$ cat config.mk
export PLATFORM = sky130hd
export DESIGN_NAME = top_n_keyed_min_heap_top_flat
export DESIGN_NICKNAME = d
export VERILOG_FILES = /design/src/rtl/core/tnkh_pkg.sv /design/src/rtl/core/tnkh_if.sv /design/src/rtl/core/tnkh_dp.sv /design/src/rtl/core/tnkh_ctrl.sv /design/src/rtl/core/top_n_keyed_min_heap_top.sv /design/src/flat_wrapper.sv
export SDC_FILE = /design/constraint.sdc
export NUM_CORES = 2
export LEC_CHECK = 0
export ABC_AREA = 1
export BUFFER_PORTS_ARGS = -buffer_cell sky130_fd_sc_hd__buf_4
export CORE_UTILIZATION = 40
export CTS_CLUSTER_DIAMETER = 40
export DETAILED_ROUTE_END_ITERATION = 10
export PLACE_DENSITY_LB_ADDON = 0.12
export SLEW_MARGIN = 20
export SYNTH_ARGS = -nofsm -noshare
export SYNTH_HDL_FRONTEND = slang
export SYNTH_SLANG_ARGS = --single-unit
$ cat constraint.sdc
create_clock -name clk -period 31.6 [get_ports clk]
set_input_delay 6.32 -clock clk [delete_from_list [all_inputs] [get_ports clk]]
set_output_delay 6.32 -clock clk [all_outputs]
set_load 0.03 [all_outputs]
$ cat src/rtl/core/tnkh_pkg.sv
// ----------------------------------------------------------------------------
// tnkh_pkg
// Shared types and codes for the top-N keyed min-heap.
// ----------------------------------------------------------------------------
package tnkh_pkg;

  localparam int DEF_CAPACITY = 32;
  localparam int LIMIT_W      = 6;
  localparam int SCORE_W      = 32;
  localparam int KEY_W        = 32;
  localparam int SPELL_W      = 32;
  localparam logic signed [SCORE_W-1:0] SCORE_MIN = {1'b1, {(SCORE_W-1){1'b0}}};
  localparam logic [LIMIT_W-1:0] LIMIT_RESET = 6'd32;

  localparam logic FUNC_OFFER = 1'b0;
  localparam logic FUNC_DRAIN = 1'b1;

  localparam logic [1:0] RD_IDX   = 2'd0;
  localparam logic [1:0] RD_PAR   = 2'd1;
  localparam logic [1:0] RD_LEFT  = 2'd2;
  localparam logic [1:0] RD_RIGHT = 2'd3;

  localparam logic [1:0] WR_CUR = 2'd0;
  localparam logic [1:0] WR_RD  = 2'd1;
  localparam logic [1:0] WR_WK  = 2'd2;

  localparam logic [2:0] POS_IDX  = 3'd0;
  localparam logic [2:0] POS_FILL = 3'd1;
  localparam logic [2:0] POS_ZERO = 3'd2;
  localparam logic [2:0] POS_PAR  = 3'd3;
  localparam logic [2:0] POS_WSEL = 3'd4;

  localparam logic [1:0] OUT_OFFER = 2'd0;
  localparam logic [1:0] OUT_ENTRY = 2'd1;
  localparam logic [1:0] OUT_EMPTY = 2'd2;

  typedef struct packed {
    logic signed [SCORE_W-1:0] score;
    logic [KEY_W-1:0]          key;
    logic [SPELL_W-1:0]        spelling;
  } entry_t;

  typedef struct packed {
    logic       ld_in;
    logic       idx_clr;
    logic       idx_inc;
    logic       rd_en;
    logic [1:0] rd_sel;
    logic       wr_en;
    logic [1:0] wr_sel;
    logic       pos_ld;
    logic [2:0] pos_sel;
    logic       fill_inc;
    logic       wk_l;
    logic       wk_r;
    logic       best_clr;
    logic       best_upd;
    logic       acc_set;
    logic       out_ld;
    logic [1:0] out_kind;
    logic       drain_fin;
  } tnkh_cmd_t;

  typedef struct packed {
    logic is_drain;
    logic idx_lt_fill;
    logic key_eq;
    logic score_ge;
    logic fill_lt_eff;
    logic cur_le_root;
    logic pos_zero;
    logic cur_weaker_rd;
    logic left_in;
    logic right_in;
    logic wsel_is_pos;
    logic idx_done;
    logic last_emit;
    logic fill_zero;
    logic out_free;
  } tnkh_stat_t;

  function automatic logic weaker(entry_t a, entry_t b);
    if (a.score != b.score) return a.score < b.score;
    if (a.key != b.key) return a.key > b.key;
    return a.spelling > b.spelling;
  endfunction

endpackage

$ cat src/rtl/core/tnkh_if.sv
// ----------------------------------------------------------------------------
// tnkh_if
// Valid/ready channel interfaces for offers/drains and for results.
// ----------------------------------------------------------------------------
interface tnkh_in_if;
  logic               valid;
  logic               ready;
  logic               func;
  logic signed [31:0] cand_score;
  logic [31:0]        group_key;
  logic [31:0]        spelling_handle;
  modport source (output valid, func, cand_score, group_key, spelling_handle, input ready);
  modport sink (input valid, func, cand_score, group_key, spelling_handle, output ready);
endinterface

interface tnkh_out_if;
  logic               valid;
  logic               ready;
  logic               accepted;
  logic               is_full;
  logic signed [31:0] floor_score;
  logic               entry_valid;
  logic signed [31:0] out_score;
  logic [31:0]        out_key;
  logic [31:0]        out_spelling;
  logic               last;
  modport source (output valid, accepted, is_full, floor_score, entry_valid, out_score,
                  out_key, out_spelling, last, input ready);
  modport sink (input valid, accepted, is_full, floor_score, entry_valid, out_score,
                out_key, out_spelling, last, output ready);
endinterface

$ cat src/rtl/core/tnkh_dp.sv
// ----------------------------------------------------------------------------
// tnkh_dp
// Heap memory, working registers, compares and the result register.
// ----------------------------------------------------------------------------
module tnkh_dp import tnkh_pkg::*; #(
  parameter int CAPACITY = DEF_CAPACITY
) (
  input  logic               clk,
  input  logic               rst,
  input  logic               cfg_we,
  input  logic [LIMIT_W-1:0] cfg_wdata,
  input  logic               func,
  input  logic signed [31:0] cand_score,
  input  logic [31:0]        group_key,
  input  logic [31:0]        spelling_handle,
  input  tnkh_cmd_t          cmd,
  output tnkh_stat_t         stat,
  tnkh_out_if.source         out_ch
);

  localparam int IW = (CAPACITY > 1) ? $clog2(CAPACITY) : 1;
  localparam int CW = $clog2(CAPACITY + 1);
  localparam int LW = IW + 2;
  localparam int EW = (CW > LIMIT_W) ? CW + 1 : LIMIT_W + 1;

  entry_t mem [CAPACITY];
  entry_t rdata, cur, wk, best, wdata;
  logic [LIMIT_W-1:0] keep_limit;
  logic [CW-1:0] fill, idx, cnt, eff;
  logic [IW-1:0] pos, wsel, bidx, raddr, parent;
  logic [LW-1:0] left_w, right_w;
  logic [CAPACITY-1:0] done;
  logic signed [31:0] root_score;
  logic drain, acc, have_best, full;

  assign parent  = IW'((pos - IW'(1)) >> 1);
  assign left_w  = LW'({pos, 1'b1});
  assign right_w = left_w + LW'(1);
  assign eff = (EW'(keep_limit) >= EW'(CAPACITY)) ? CW'(CAPACITY) :
               (keep_limit == '0) ? CW'(1) : CW'(keep_limit);
  assign full = fill >= eff;

  always_comb begin
    case (cmd.rd_sel)
      RD_IDX:   raddr = IW'(idx);
      RD_PAR:   raddr = parent;
      RD_LEFT:  raddr = IW'(left_w);
      default:  raddr = IW'(right_w);
    endcase
    case (cmd.wr_sel)
      WR_CUR:  wdata = cur;
      WR_RD:   wdata = rdata;
      default: wdata = wk;
    endcase
  end

  always_ff @(posedge clk) begin
    if (cmd.rd_en) rdata <= mem[raddr];
    if (cmd.wr_en) mem[pos] <= wdata;
  end

  always_ff @(posedge clk) begin
    if (rst) begin
      keep_limit <= LIMIT_RESET;
      fill <= '0;
      done <= '0;
      out_ch.valid <= 1'b0;
    end else begin
      if (cfg_we) keep_limit <= cfg_wdata;
      if (cmd.drain_fin) begin
        fill <= '0;
        done <= '0;
      end else begin
        if (cmd.fill_inc) fill <= fill + CW'(1);
        if (cmd.out_ld && cmd.out_kind == OUT_ENTRY) done[bidx] <= 1'b1;
      end
      if (cmd.out_ld) out_ch.valid <= 1'b1;
      else if (out_ch.ready) out_ch.valid <= 1'b0;
    end
  end

  always_ff @(posedge clk) begin
    if (cmd.ld_in) begin
      cur   <= '{score: cand_score, key: group_key, spelling: spelling_handle};
      drain <= func == FUNC_DRAIN;
      acc   <= 1'b0;
      cnt   <= '0;
    end
    if (cmd.acc_set) acc <= 1'b1;
    if (cmd.idx_clr) idx <= '0;
    else if (cmd.idx_inc) idx <= idx + CW'(1);
    if (cmd.wr_en && pos == '0) root_score <= wdata.score;
    if (cmd.pos_ld) begin
      case (cmd.pos_sel)
        POS_IDX:  pos <= IW'(idx);
        POS_FILL: pos <= IW'(fill);
        POS_ZERO: pos <= '0;
        POS_PAR:  pos <= parent;
        default:  pos <= wsel;
      endcase
    end
    if (cmd.wk_l) begin
      if (weaker(rdata, cur)) begin
        wk <= rdata;
        wsel <= IW'(left_w);
      end else begin
        wk <= cur;
        wsel <= pos;
      end
    end
    if (cmd.wk_r && weaker(rdata, wk)) begin
      wk <= rdata;
      wsel <= IW'(right_w);
    end
    if (cmd.best_clr) have_best <= 1'b0;
    if (cmd.best_upd && (!have_best || weaker(best, rdata))) begin
      best <= rdata;
      bidx <= IW'(idx);
      have_best <= 1'b1;
    end
    if (cmd.out_ld) begin
      case (cmd.out_kind)
        OUT_OFFER: begin
          out_ch.accepted     <= acc;
          out_ch.is_full      <= full;
          out_ch.floor_score  <= full ? root_score : SCORE_MIN;
          out_ch.entry_valid  <= 1'b0;
          out_ch.out_score    <= '0;
          out_ch.out_key      <= '0;
          out_ch.out_spelling <= '0;
          out_ch.last         <= 1'b1;
        end
        OUT_ENTRY: begin
          out_ch.accepted     <= 1'b0;
          out_ch.is_full      <= 1'b0;
          out_ch.floor_score  <= SCORE_MIN;
          out_ch.entry_valid  <= 1'b1;
          out_ch.out_score    <= best.score;
          out_ch.out_key      <= best.key;
          out_ch.out_spelling <= best.spelling;
          out_ch.last         <= stat.last_emit;
          cnt <= cnt + CW'(1);
        end
        default: begin
          out_ch.accepted     <= 1'b0;
          out_ch.is_full      <= 1'b0;
          out_ch.floor_score  <= SCORE_MIN;
          out_ch.entry_valid  <= 1'b0;
          out_ch.out_score    <= '0;
          out_ch.out_key      <= '0;
          out_ch.out_spelling <= '0;
          out_ch.last         <= 1'b1;
        end
      endcase
    end
  end

  always_comb begin
    stat.is_drain      = drain;
    stat.idx_lt_fill   = idx < fill;
    stat.key_eq        = rdata.key == cur.key;
    stat.score_ge      = rdata.score >= cur.score;
    stat.fill_lt_eff   = !full;
    stat.cur_le_root   = cur.score <= root_score;
    stat.pos_zero      = pos == '0;
    stat.cur_weaker_rd = weaker(cur, rdata);
    stat.left_in       = left_w < LW'(fill);
    stat.right_in      = right_w < LW'(fill);
    stat.wsel_is_pos   = wsel == pos;
    stat.idx_done      = done[IW'(idx)];
    stat.last_emit     = CW'(cnt + CW'(1)) == fill;
    stat.fill_zero     = fill == '0;
    stat.out_free      = !out_ch.valid || out_ch.ready;
  end

endmodule

$ cat src/rtl/core/tnkh_ctrl.sv
// ----------------------------------------------------------------------------
// tnkh_ctrl
// Sequencer for key search, sift up, sift down and the sorted drain.
// ----------------------------------------------------------------------------
module tnkh_ctrl import tnkh_pkg::*; (
  input  logic       clk,
  input  logic       rst,
  input  logic       in_fire,
  output logic       in_ready,
  input  tnkh_stat_t stat,
  output tnkh_cmd_t  cmd
);

  localparam logic [3:0] S_IDLE     = 4'd0;
  localparam logic [3:0] S_SR_RD    = 4'd1;
  localparam logic [3:0] S_SR_CHK   = 4'd2;
  localparam logic [3:0] S_NEW      = 4'd3;
  localparam logic [3:0] S_RISE_RD  = 4'd4;
  localparam logic [3:0] S_RISE_CHK = 4'd5;
  localparam logic [3:0] S_SINK_RL  = 4'd6;
  localparam logic [3:0] S_SINK_RR  = 4'd7;
  localparam logic [3:0] S_SINK_CHK = 4'd8;
  localparam logic [3:0] S_SINK_DEC = 4'd9;
  localparam logic [3:0] S_EMIT_OFF = 4'd10;
  localparam logic [3:0] S_DR_START = 4'd11;
  localparam logic [3:0] S_DR_INIT  = 4'd12;
  localparam logic [3:0] S_DR_RD    = 4'd13;
  localparam logic [3:0] S_DR_CHK   = 4'd14;
  localparam logic [3:0] S_DR_EMIT  = 4'd15;

  logic [3:0] state, state_next;
  logic empty_drain, empty_drain_next;

  assign in_ready = state == S_IDLE;

  always_ff @(posedge clk) begin
    if (rst) begin
      state <= S_IDLE;
      empty_drain <= 1'b0;
    end else begin
      state <= state_next;
      empty_drain <= empty_drain_next;
    end
  end

  always_comb begin
    cmd = '0;
    state_next = state;
    empty_drain_next = empty_drain;
    case (state)
      S_IDLE: begin
        if (in_fire) begin
          cmd.ld_in = 1'b1;
          cmd.idx_clr = 1'b1;
          empty_drain_next = 1'b0;
          state_next = S_SR_RD;
        end
      end
      S_SR_RD: begin
        if (stat.is_drain) state_next = S_DR_START;
        else if (stat.idx_lt_fill) begin
          cmd.rd_en = 1'b1;
          cmd.rd_sel = RD_IDX;
          state_next = S_SR_CHK;
        end else state_next = S_NEW;
      end
      S_SR_CHK: begin
        if (stat.key_eq) begin
          if (stat.score_ge) state_next = S_EMIT_OFF;
          else begin
            cmd.acc_set = 1'b1;
            cmd.pos_ld = 1'b1;
            cmd.pos_sel = POS_IDX;
            state_next = S_SINK_RL;
          end
        end else begin
          cmd.idx_inc = 1'b1;
          state_next = S_SR_RD;
        end
      end
      S_NEW: begin
        cmd.pos_ld = 1'b1;
        if (stat.fill_lt_eff) begin
          cmd.acc_set = 1'b1;
          cmd.pos_sel = POS_FILL;
          cmd.fill_inc = 1'b1;
          state_next = S_RISE_RD;
        end else if (stat.cur_le_root) begin
          cmd.pos_ld = 1'b0;
          state_next = S_EMIT_OFF;
        end else begin
          cmd.acc_set = 1'b1;
          cmd.pos_sel = POS_ZERO;
          state_next = S_SINK_RL;
        end
      end
      S_RISE_RD: begin
        if (stat.pos_zero) begin
          cmd.wr_en = 1'b1;
          cmd.wr_sel = WR_CUR;
          state_next = S_EMIT_OFF;
        end else begin
          cmd.rd_en = 1'b1;
          cmd.rd_sel = RD_PAR;
          state_next = S_RISE_CHK;
        end
      end
      S_RISE_CHK: begin
        cmd.wr_en = 1'b1;
        if (stat.cur_weaker_rd) begin
          cmd.wr_sel = WR_RD;
          cmd.pos_ld = 1'b1;
          cmd.pos_sel = POS_PAR;
          state_next = S_RISE_RD;
        end else begin
          cmd.wr_sel = WR_CUR;
          state_next = S_EMIT_OFF;
        end
      end
      S_SINK_RL: begin
        if (stat.left_in) begin
          cmd.rd_en = 1'b1;
          cmd.rd_sel = RD_LEFT;
          state_next = S_SINK_RR;
        end else begin
          cmd.wr_en = 1'b1;
          cmd.wr_sel = WR_CUR;
          state_next = S_EMIT_OFF;
        end
      end
      S_SINK_RR: begin
        cmd.wk_l = 1'b1;
        if (stat.right_in) begin
          cmd.rd_en = 1'b1;
          cmd.rd_sel = RD_RIGHT;
          state_next = S_SINK_CHK;
        end else state_next = S_SINK_DEC;
      end
      S_SINK_CHK: begin
        cmd.wk_r = 1'b1;
        state_next = S_SINK_DEC;
      end
      S_SINK_DEC: begin
        cmd.wr_en = 1'b1;
        if (stat.wsel_is_pos) begin
          cmd.wr_sel = WR_CUR;
          state_next = S_EMIT_OFF;
        end else begin
          cmd.wr_sel = WR_WK;
          cmd.pos_ld = 1'b1;
          cmd.pos_sel = POS_WSEL;
          state_next = S_SINK_RL;
        end
      end
      S_EMIT_OFF: begin
        if (stat.out_free) begin
          cmd.out_ld = 1'b1;
          cmd.out_kind = empty_drain ? OUT_EMPTY : OUT_OFFER;
          state_next = S_IDLE;
        end
      end
      S_DR_START: begin
        if (stat.fill_zero) begin
          empty_drain_next = 1'b1;
          state_next = S_EMIT_OFF;
        end else state_next = S_DR_INIT;
      end
      S_DR_INIT: begin
        cmd.idx_clr = 1'b1;
        cmd.best_clr = 1'b1;
        state_next = S_DR_RD;
      end
      S_DR_RD: begin
        if (!stat.idx_lt_fill) state_next = S_DR_EMIT;
        else if (stat.idx_done) cmd.idx_inc = 1'b1;
        else begin
          cmd.rd_en = 1'b1;
          cmd.rd_sel = RD_IDX;
          state_next = S_DR_CHK;
        end
      end
      S_DR_CHK: begin
        cmd.best_upd = 1'b1;
        cmd.idx_inc = 1'b1;
        state_next = S_DR_RD;
      end
      S_DR_EMIT: begin
        if (stat.out_free) begin
          cmd.out_ld = 1'b1;
          cmd.out_kind = OUT_ENTRY;
          if (stat.last_emit) begin
            cmd.drain_fin = 1'b1;
            state_next = S_IDLE;
          end else state_next = S_DR_INIT;
        end
      end
      default: state_next = S_IDLE;
    endcase
  end

endmodule

$ cat src/rtl/core/top_n_keyed_min_heap_top.sv
// ----------------------------------------------------------------------------
// top_n_keyed_min_heap_top
// Keeps the best N keyed, scored candidates in a binary min-heap.
//
//   channel  dir  handshake     beat
//   in_ch    in   valid/ready   func, cand_score, group_key, spelling_handle
//   out_ch   out  valid/ready   accepted .. last (one beat per result)
//   cfg      in   cfg_we        keep_limit
//
// Offer: a search of the stored slots, then sift up or sift down level by
// level, all on the heap memory's single read port.
// Drain of n entries: a selection scan per beat.
// Reset empties the store; no clearing pass. Output stalls hold the sequencer
// only when a new result is ready; the input is taken again once idle.
// ----------------------------------------------------------------------------
module top_n_keyed_min_heap_top import tnkh_pkg::*; #(
  parameter int CAPACITY = DEF_CAPACITY
) (
  input  logic               clk,
  input  logic               rst,
  input  logic               cfg_we,
  input  logic [LIMIT_W-1:0] cfg_wdata,
  tnkh_in_if.sink            in_ch,
  tnkh_out_if.source         out_ch
);

  tnkh_cmd_t  cmd;
  tnkh_stat_t stat;
  logic       in_rdy;

  assign in_ch.ready = in_rdy;

  tnkh_ctrl u_ctrl (
    .clk      (clk),
    .rst      (rst),
    .in_fire  (in_ch.valid && in_rdy),
    .in_ready (in_rdy),
    .stat     (stat),
    .cmd      (cmd)
  );

  tnkh_dp #(.CAPACITY(CAPACITY)) u_dp (
    .clk             (clk),
    .rst             (rst),
    .cfg_we          (cfg_we),
    .cfg_wdata       (cfg_wdata),
    .func            (in_ch.func),
    .cand_score      (in_ch.cand_score),
    .group_key       (in_ch.group_key),
    .spelling_handle (in_ch.spelling_handle),
    .cmd             (cmd),
    .stat            (stat),
    .out_ch          (out_ch)
  );

`ifndef SYNTHESIS
  a_rst_idle: assert property (@(posedge clk) rst |=> !out_ch.valid && in_ch.ready)
    else $error("not idle after reset");
  a_one_item: assert property (@(posedge clk) disable iff (rst)
    in_ch.valid && in_ch.ready |=> !in_ch.ready)
    else $error("second item taken while busy");
  a_entry_fields: assert property (@(posedge clk) disable iff (rst)
    out_ch.valid && out_ch.entry_valid |-> !out_ch.accepted && !out_ch.is_full)
    else $error("drain beat carries offer status");
  a_single_write: assert property (@(posedge clk) disable iff (rst)
    cmd.out_ld |-> stat.out_free)
    else $error("result register overwritten");
`endif

endmodule
$ cat src/flat_wrapper.sv
// flat-port wrapper written by rule: the top's interface ports become plain ports
module top_n_keyed_min_heap_top_flat import tnkh_pkg::*;
#(
  parameter int CAPACITY = DEF_CAPACITY
)
  (clk, rst, cfg_we, cfg_wdata, in_ch_valid, in_ch_func, in_ch_cand_score, in_ch_group_key, in_ch_spelling_handle, in_ch_ready, out_ch_valid, out_ch_accepted, out_ch_is_full, out_ch_floor_score, out_ch_entry_valid, out_ch_out_score, out_ch_out_key, out_ch_out_spelling, out_ch_last, out_ch_ready);
  tnkh_in_if in_ch_i ();
  tnkh_out_if out_ch_i ();
  input  logic clk;
  input  logic rst;
  input  logic cfg_we;
  input  logic [LIMIT_W-1:0] cfg_wdata;
  input wire logic [$bits(in_ch_i.valid)-1:0] in_ch_valid;
  input wire logic [$bits(in_ch_i.func)-1:0] in_ch_func;
  input wire logic [$bits(in_ch_i.cand_score)-1:0] in_ch_cand_score;
  input wire logic [$bits(in_ch_i.group_key)-1:0] in_ch_group_key;
  input wire logic [$bits(in_ch_i.spelling_handle)-1:0] in_ch_spelling_handle;
  output wire logic [$bits(in_ch_i.ready)-1:0] in_ch_ready;
  output wire logic [$bits(out_ch_i.valid)-1:0] out_ch_valid;
  output wire logic [$bits(out_ch_i.accepted)-1:0] out_ch_accepted;
  output wire logic [$bits(out_ch_i.is_full)-1:0] out_ch_is_full;
  output wire logic [$bits(out_ch_i.floor_score)-1:0] out_ch_floor_score;
  output wire logic [$bits(out_ch_i.entry_valid)-1:0] out_ch_entry_valid;
  output wire logic [$bits(out_ch_i.out_score)-1:0] out_ch_out_score;
  output wire logic [$bits(out_ch_i.out_key)-1:0] out_ch_out_key;
  output wire logic [$bits(out_ch_i.out_spelling)-1:0] out_ch_out_spelling;
  output wire logic [$bits(out_ch_i.last)-1:0] out_ch_last;
  input wire logic [$bits(out_ch_i.ready)-1:0] out_ch_ready;
  assign in_ch_i.valid = in_ch_valid;
  assign in_ch_i.func = in_ch_func;
  assign in_ch_i.cand_score = in_ch_cand_score;
  assign in_ch_i.group_key = in_ch_group_key;
  assign in_ch_i.spelling_handle = in_ch_spelling_handle;
  assign in_ch_ready = in_ch_i.ready;
  assign out_ch_valid = out_ch_i.valid;
  assign out_ch_accepted = out_ch_i.accepted;
  assign out_ch_is_full = out_ch_i.is_full;
  assign out_ch_floor_score = out_ch_i.floor_score;
  assign out_ch_entry_valid = out_ch_i.entry_valid;
  assign out_ch_out_score = out_ch_i.out_score;
  assign out_ch_out_key = out_ch_i.out_key;
  assign out_ch_out_spelling = out_ch_i.out_spelling;
  assign out_ch_last = out_ch_i.last;
  assign out_ch_i.ready = out_ch_ready;
  top_n_keyed_min_heap_top #(.CAPACITY(CAPACITY)) u_core (.clk(clk), .rst(rst), .cfg_we(cfg_we), .cfg_wdata(cfg_wdata), .in_ch(in_ch_i), .out_ch(out_ch_i));
endmodule
---- Word-level counts from Yosys, hierarchy flattened ----
Memory sizes are Yosys's and may differ from the RTL's. A register that Yosys moved wholly into a read port is not among the register bits.
Index checks and enable logic that the tools add are counted.
operators by class
  add/sub/neg operators ................... 5
  magnitude comparators ................... 22
  equal/unequal tests ..................... 38
  muxes and demuxes ....................... 119
  bitwise gates (word level) .............. 1
  reductions and logical operators ........ 26
operators with widths
  cell                                                 number
  2-to-1 mux 96 bit                                    3
  > comparator 32 bit                                  8
  inequality test 32 bit                               8
  case mux 96 bit (2 select lines)                     1
  < comparator 32 bit                                  4
  2-to-1 mux 4 bit                                     21
  case mux 4 bit (15 select lines)                     1
  2-to-1 mux 1 bit                                     58
  == test 32 bit                                       1
  == test 4 bit (second input constant)                8
  greater-or-equal comparator 32 bit                   1
  <= comparator 32 bit                                 1
  OR 32 bit                                            1
  2-to-1 mux 3 bit                                     10
  2-to-1 mux 6 bit                                     5
  case mux 5 bit (4 select lines)                      1
  adder 6 x 1 -> 6 bit (second input constant)         3
  == test 4 x 3 -> 1 bit (second input constant)       4
  case mux 4 bit (4 select lines)                      1
  2-to-1 mux 5 bit                                     3
  case mux 3 bit (5 select lines)                      1
  case mux 5 bit (3 select lines)                      1
  logical NOT 6 bit                                    2
  < comparator 5 x 6 -> 1 bit (second input constant)  2
  37 further kinds                                     62
word-level totals
  register bits ........................... 532
  memory bits (writable) .................. 3072
  bits of input ports ..................... 108
  output and inout port bits .............. 134
  logic and storage cells ................. 244
  memories kept ........................... 1
memories
  name             words  width  rd ports  clocked after memory_dff  wr ports  RTL line       text
  u_core.u_dp.mem  32     96     1         1                         1         tnkh_dp.sv:26  entry_t mem [CAPACITY];

---- Depth between registers and ports, before layout ----
  depth in word-level cells ............... 11
  mapped depth ............................ 23
  gate-level depth less buffers ........... 21

---- Hierarchy ----
A second synthesis with hierarchy kept.
unflattened totals
  cell total of the unflattened synthesis .. 14688
  area, all modules ....................... 161526.2 um2
by module, submodules not included
  module                    times used  cells an instance  area each (um2)  sequential area each (um2)
  tnkh_dp                   1           14537              160786.7         110365.8
  tnkh_ctrl                 1           149                732.0            100.1
  top_n_keyed_min_heap_top  1           2                  7.5              0.0

---- Worst setup path before layout ----
Ideal clock, no wire load.
  path type ............................... register to register
  from .................................... reg u_core.u_dp.fill[1]
  to ...................................... reg u_core.u_dp.rdata[0] (netlist name)
  arrival time ............................ 12.440 ns
  setup slack ............................. 18.281 ns
  stages on the path, launching flop included .. 8
  period minus slack after synthesis ...... 13.319 ns
  path through ............................ dfxtp_1 -> inv_1 -> ha_1 -> a21boi_0 -> o2111ai_1 -> nand2_1 -> or2_2 -> o311ai_0
RTL lines
  what                    RTL line       text
  from (decl)             tnkh_dp.sv:29  logic [CW-1:0] fill, idx, cnt, eff;
  from (signal assigned)  tnkh_dp.sv:74  if (cmd.fill_inc) fill <= fill + CW'(1);

---- Worst setup path after layout ----
  from .................................... reg u_core.u_ctrl.state[0]
  to ...................................... out in_ch_ready
on the way
  word-level cells in the longest chain between the ends .. 1
ends and longest elaborated chain
  what                    RTL line            text
  from (decl)             tnkh_ctrl.sv:31     logic [3:0] state, state_next;
  from (signal assigned)  tnkh_ctrl.sv:41     state <= state_next;
  logical NOT 4 bit       tnkh_ctrl.sv:34     assign in_ready = state == S_IDLE;
  to (decl)               flat_wrapper.sv:18  output wire logic [$bits(in_ch_i.ready)-1:0] in_ch_ready;
Every way passes these cells.

==> run_results.csv <==
group,metric,value,unit
run_status,status,"finished clean",
worst_setup_path,r2r_slack,23.74,ns
floorplanning,die-width,628,µm
grt,number_of_antenna_violations_at_the_first_check_in_global_routing,19,
timing,setup-violations-final,0,
hold_path,hold_path_depth,2,
pwr,power.density_cell_area,84.3,mW/mm²
floorplanning,die_area,0.395,mm²
grt,grt_util_all_layers,24.7,%
placement,preCtsSetupSlack,23.25,ns
clock_network,clockBufferDepth,4,
placement,buffer_ports.inserted,241,
worst_setup_path,crit_end,"in_ch_ready",
timing,fmaxAchievable,118,MHz
yosys,yosys_register_bits,3700,
yosys,syn_nets,14100,
layout,final_nets,14400,
grt,grt_pass1_vias,102000,
timing,slew_headroom,13.0,%
worst_setup_path,worst-path-max-fanout,5,
yosys,avgSynthCellArea,11.5,µm²
clock_network,cts_buffers,565,
placement,gp_congestion,0.838,
floorplanning,die_height,628,µm
timing,setup_ws,23.10,ns
yosys,synth-async-reset-ratio,0,%
yosys,share_of_yosys_cell_area_claimed_by_the_top_area_cell_type,69.6,%
yosys,synth_sequential_area_ratio,70.4,%
pwr,vdd.ir_drop.worst,0.0000692,V
yosys,post_synth_most_frequent_cells,"nand2_1, edfxtp_1, nand3_1",
timing,worst_pin_slew,1.29,ns
clock_network,clock_insertion_delay_worst_skew,1.04,ns
floorplanning,core_area,0.390,mm²
yosys,predominant_post_synthesis_flop_cell,"edfxtp_1",
yosys,synth_area_leader,"edfxtp_1",
layout,final_area,0.184,mm²
clock_network,cts_post_setup_buffers_inserted,0,
placement,dpl_cell_area,0.165,mm²
grt,grt.overflow.total,0,
yosys,synthesized_area,0.157,mm²
hold_path,worst_hold_path_type,"flip-flop to flip-flop",
grt,grt_max_degree,201,
timing,grt_setup_unrepaired,"false",
yosys,post_synth_num_cell_types,51,
layout,fillers,34700,
clock_network,h-tree-depth,6,
yosys,post-synth-top-count-cell,"nand2_1",
worst_setup_path,r2r_start,"u_core.u_dp.pos[1]$_DFFE_PP_",
hold_path,hold_path.startpoint,"u_core.u_dp.have_best$_SDFFE_PP1P_",
timing,slew_violations,0,
clock_network,clk_pin_slew,0.05,ns
layout,flow.area_growth_from_synthesis,17.6,%
yosys,netlist_top_cells_area,"edfxtp_1, nand2_1, nand3_1, ha_1, inv_1",
route,via_count,107000,
route,drtIter0Drc,10900,
timing,min_period,8.50,ns
timing,final-hold-violation-count,0,
worst_setup_path,timing.rr.end,"u_core.u_dp.rdata[83]$_DFFE_PP_",
run,max_cap_violations,0,
grt,grt_first_pass_wirelength,721000,µm
clock_network,cts_hold_buf,0,
pwr,p_leak,69.4,nW
timing,fin_setup_tns,0,ns
clock_network,cts.root.buffer_cell,"clkbuf_16",
layout,layout-drive-gt1-share,11.1,%
clock_network,sinks_on_clock_net,3700,
placement,dp.final_hpwl,255000,µm
route,via_per_inst,5.44,
route,drt_drc_violations_left,0,
timing,final.period_utilization,26.9,%
floorplanning,rows,229,
worst_setup_path,critPathLaunchType,"flip-flop",
worst_setup_path,timing.reg2reg.worst_path_depth,21,
yosys,ys_warn_count,0,
floorplanning,boundaryPins,242,
route,ant_nets,0,
timing,clk_skew,0.0544,ns
clock_network,cts_tree,"yes",
worst_setup_path,cp-end-kind,"output pin",
worst_setup_path,critPathArrivalTime,2.18,ns
yosys,syn_inst,13600,
route,firstDrtPassIters,6,
route,average_wire_length_per_cell_after_detail_routing,25.5,µm
yosys,synth-edff-count,3636,
worst_setup_path,required,25.28,ns
route,route.final.wire_length,500000,µm
worst_setup_path,path_class,"flip-flop to output pin",
clock_network,cts_resized,0,
floorplanning,effective_utilization_at_floorplan,40.3,%
worst_setup_path,setup.worst_path.start,"u_core.u_ctrl.state[0]$_SDFFE_PP0P_",
[how the worst min path moves through the flow]
stage	slack [ns]	to
5_1_grt	0.49	u_core.u_dp.have_best$_SDFFE_PP1P_
3_3_place_gp	0.45	u_core.u_dp.have_best$_SDFFE_PP1P_
4_1_cts	0.46	u_core.u_dp.have_best$_SDFFE_PP1P_
2_1_floorplan	0.43	u_core.u_dp.have_best$_SDFFE_PP1P_
6_report	0.46	u_core.u_dp.have_best$_SDFFE_PP1P_
3_5_place_dp	0.45	u_core.u_dp.have_best$_SDFFE_PP1P_
[kinds of logic (layout without fill, tap and decap cells)]
kind of cell	Yosys count	count (layout)	share of synthesized area [%]
buf+inv	1568	2371	4.45
fa+ha+maj	349	349	2.78
simple gates	7516	7516	20.5
compound gates	456	456	1.83
flops	3700	3700	70.4
xor+xnor	13	13	0.0726
other cells	0	7	0
[layer usage]
layer | track usage (%) | vias up | wire, µm
li1 | - | 48400 | -
met1 | 34.8 | 53300 | 218000
met2 | 39.6 | 4177 | 232000
met3 | 3.57 | 801 | 35400
met4 | 7.49 | 0 | 15000
met5 | 0 | - | 0
[worst max-delay path: stages, from the launching register on]
cell,delay (ns)
dfxtp_1,0.34
nor2_1,0.27
inv_1,0.11
nor2_1,0.23
buf_4,0.21
[state kept, by name, summed over array words and instances (netlist names), 32 cells and up]
name	cells
u_core.u_dp.wk	96
u_core.u_dp.out_ch.out_key	32
u_core.u_dp.cur	96
u_core.u_dp.mem	3072
u_core.u_dp.root_score	32
u_core.u_dp.done	32
u_core.u_dp.out_ch.out_spelling	32
u_core.u_dp.best	96
u_core.u_dp.rdata	96
u_core.u_dp.out_ch.out_score	32
u_core.u_dp.out_ch.floor_score	32
[placed cells by master, fill, tap and decap left out, drive strengths merged, types with 81 or more instances in the layout]
cell type,Yosys,layout
nand2,4190,4190
edfxtp,3636,3636
nand3,2870,2870
inv,823,883
clkbuf,105,648
buf,639,505
ha,349,349
nor2,345,345
a21oi,205,205
clkinv,1,200
o221ai,103,103
bufinv,0,81
[area by class of cell]
type                    count  area (µm²)  share of cell area [%]
clock inverters           394        4620                    2.51
diodes                      7        17.5                 0.00950
well taps                5197        6500                    3.52
multi-input cells        8334       40800                    22.1
repair buffers            505        4100                    2.22
clock buffers             648       14900                    8.06
flip-flops and latches   3700      110000                    59.9
inverters                 824        3140                    1.70
[through the flow]
step | cells | hold slack [ns] | total power, mW | utilization [%]
after CTS | 19600 | 0.461 | 15.6 | 47.3
after global routing | 19600 | 0.487 | 16.2 | 47.3
after floorplan | 13600 | 0.427 | 8.19 | -
after global placement | 18600 | 0.449 | 9.16 | 42.2
final | 19600 | 0.463 | 15.6 | 47.3
after detailed placement | 18600 | 0.451 | 9.23 | 42.3
[report_power, final]
part / switching [mW] / internal [mW]
Sequential: 0.102 / 5.96
Combinational: 2.31 / 0.794
Clock: 2.34 / 4.06
(Power assumes the default switching activity.)
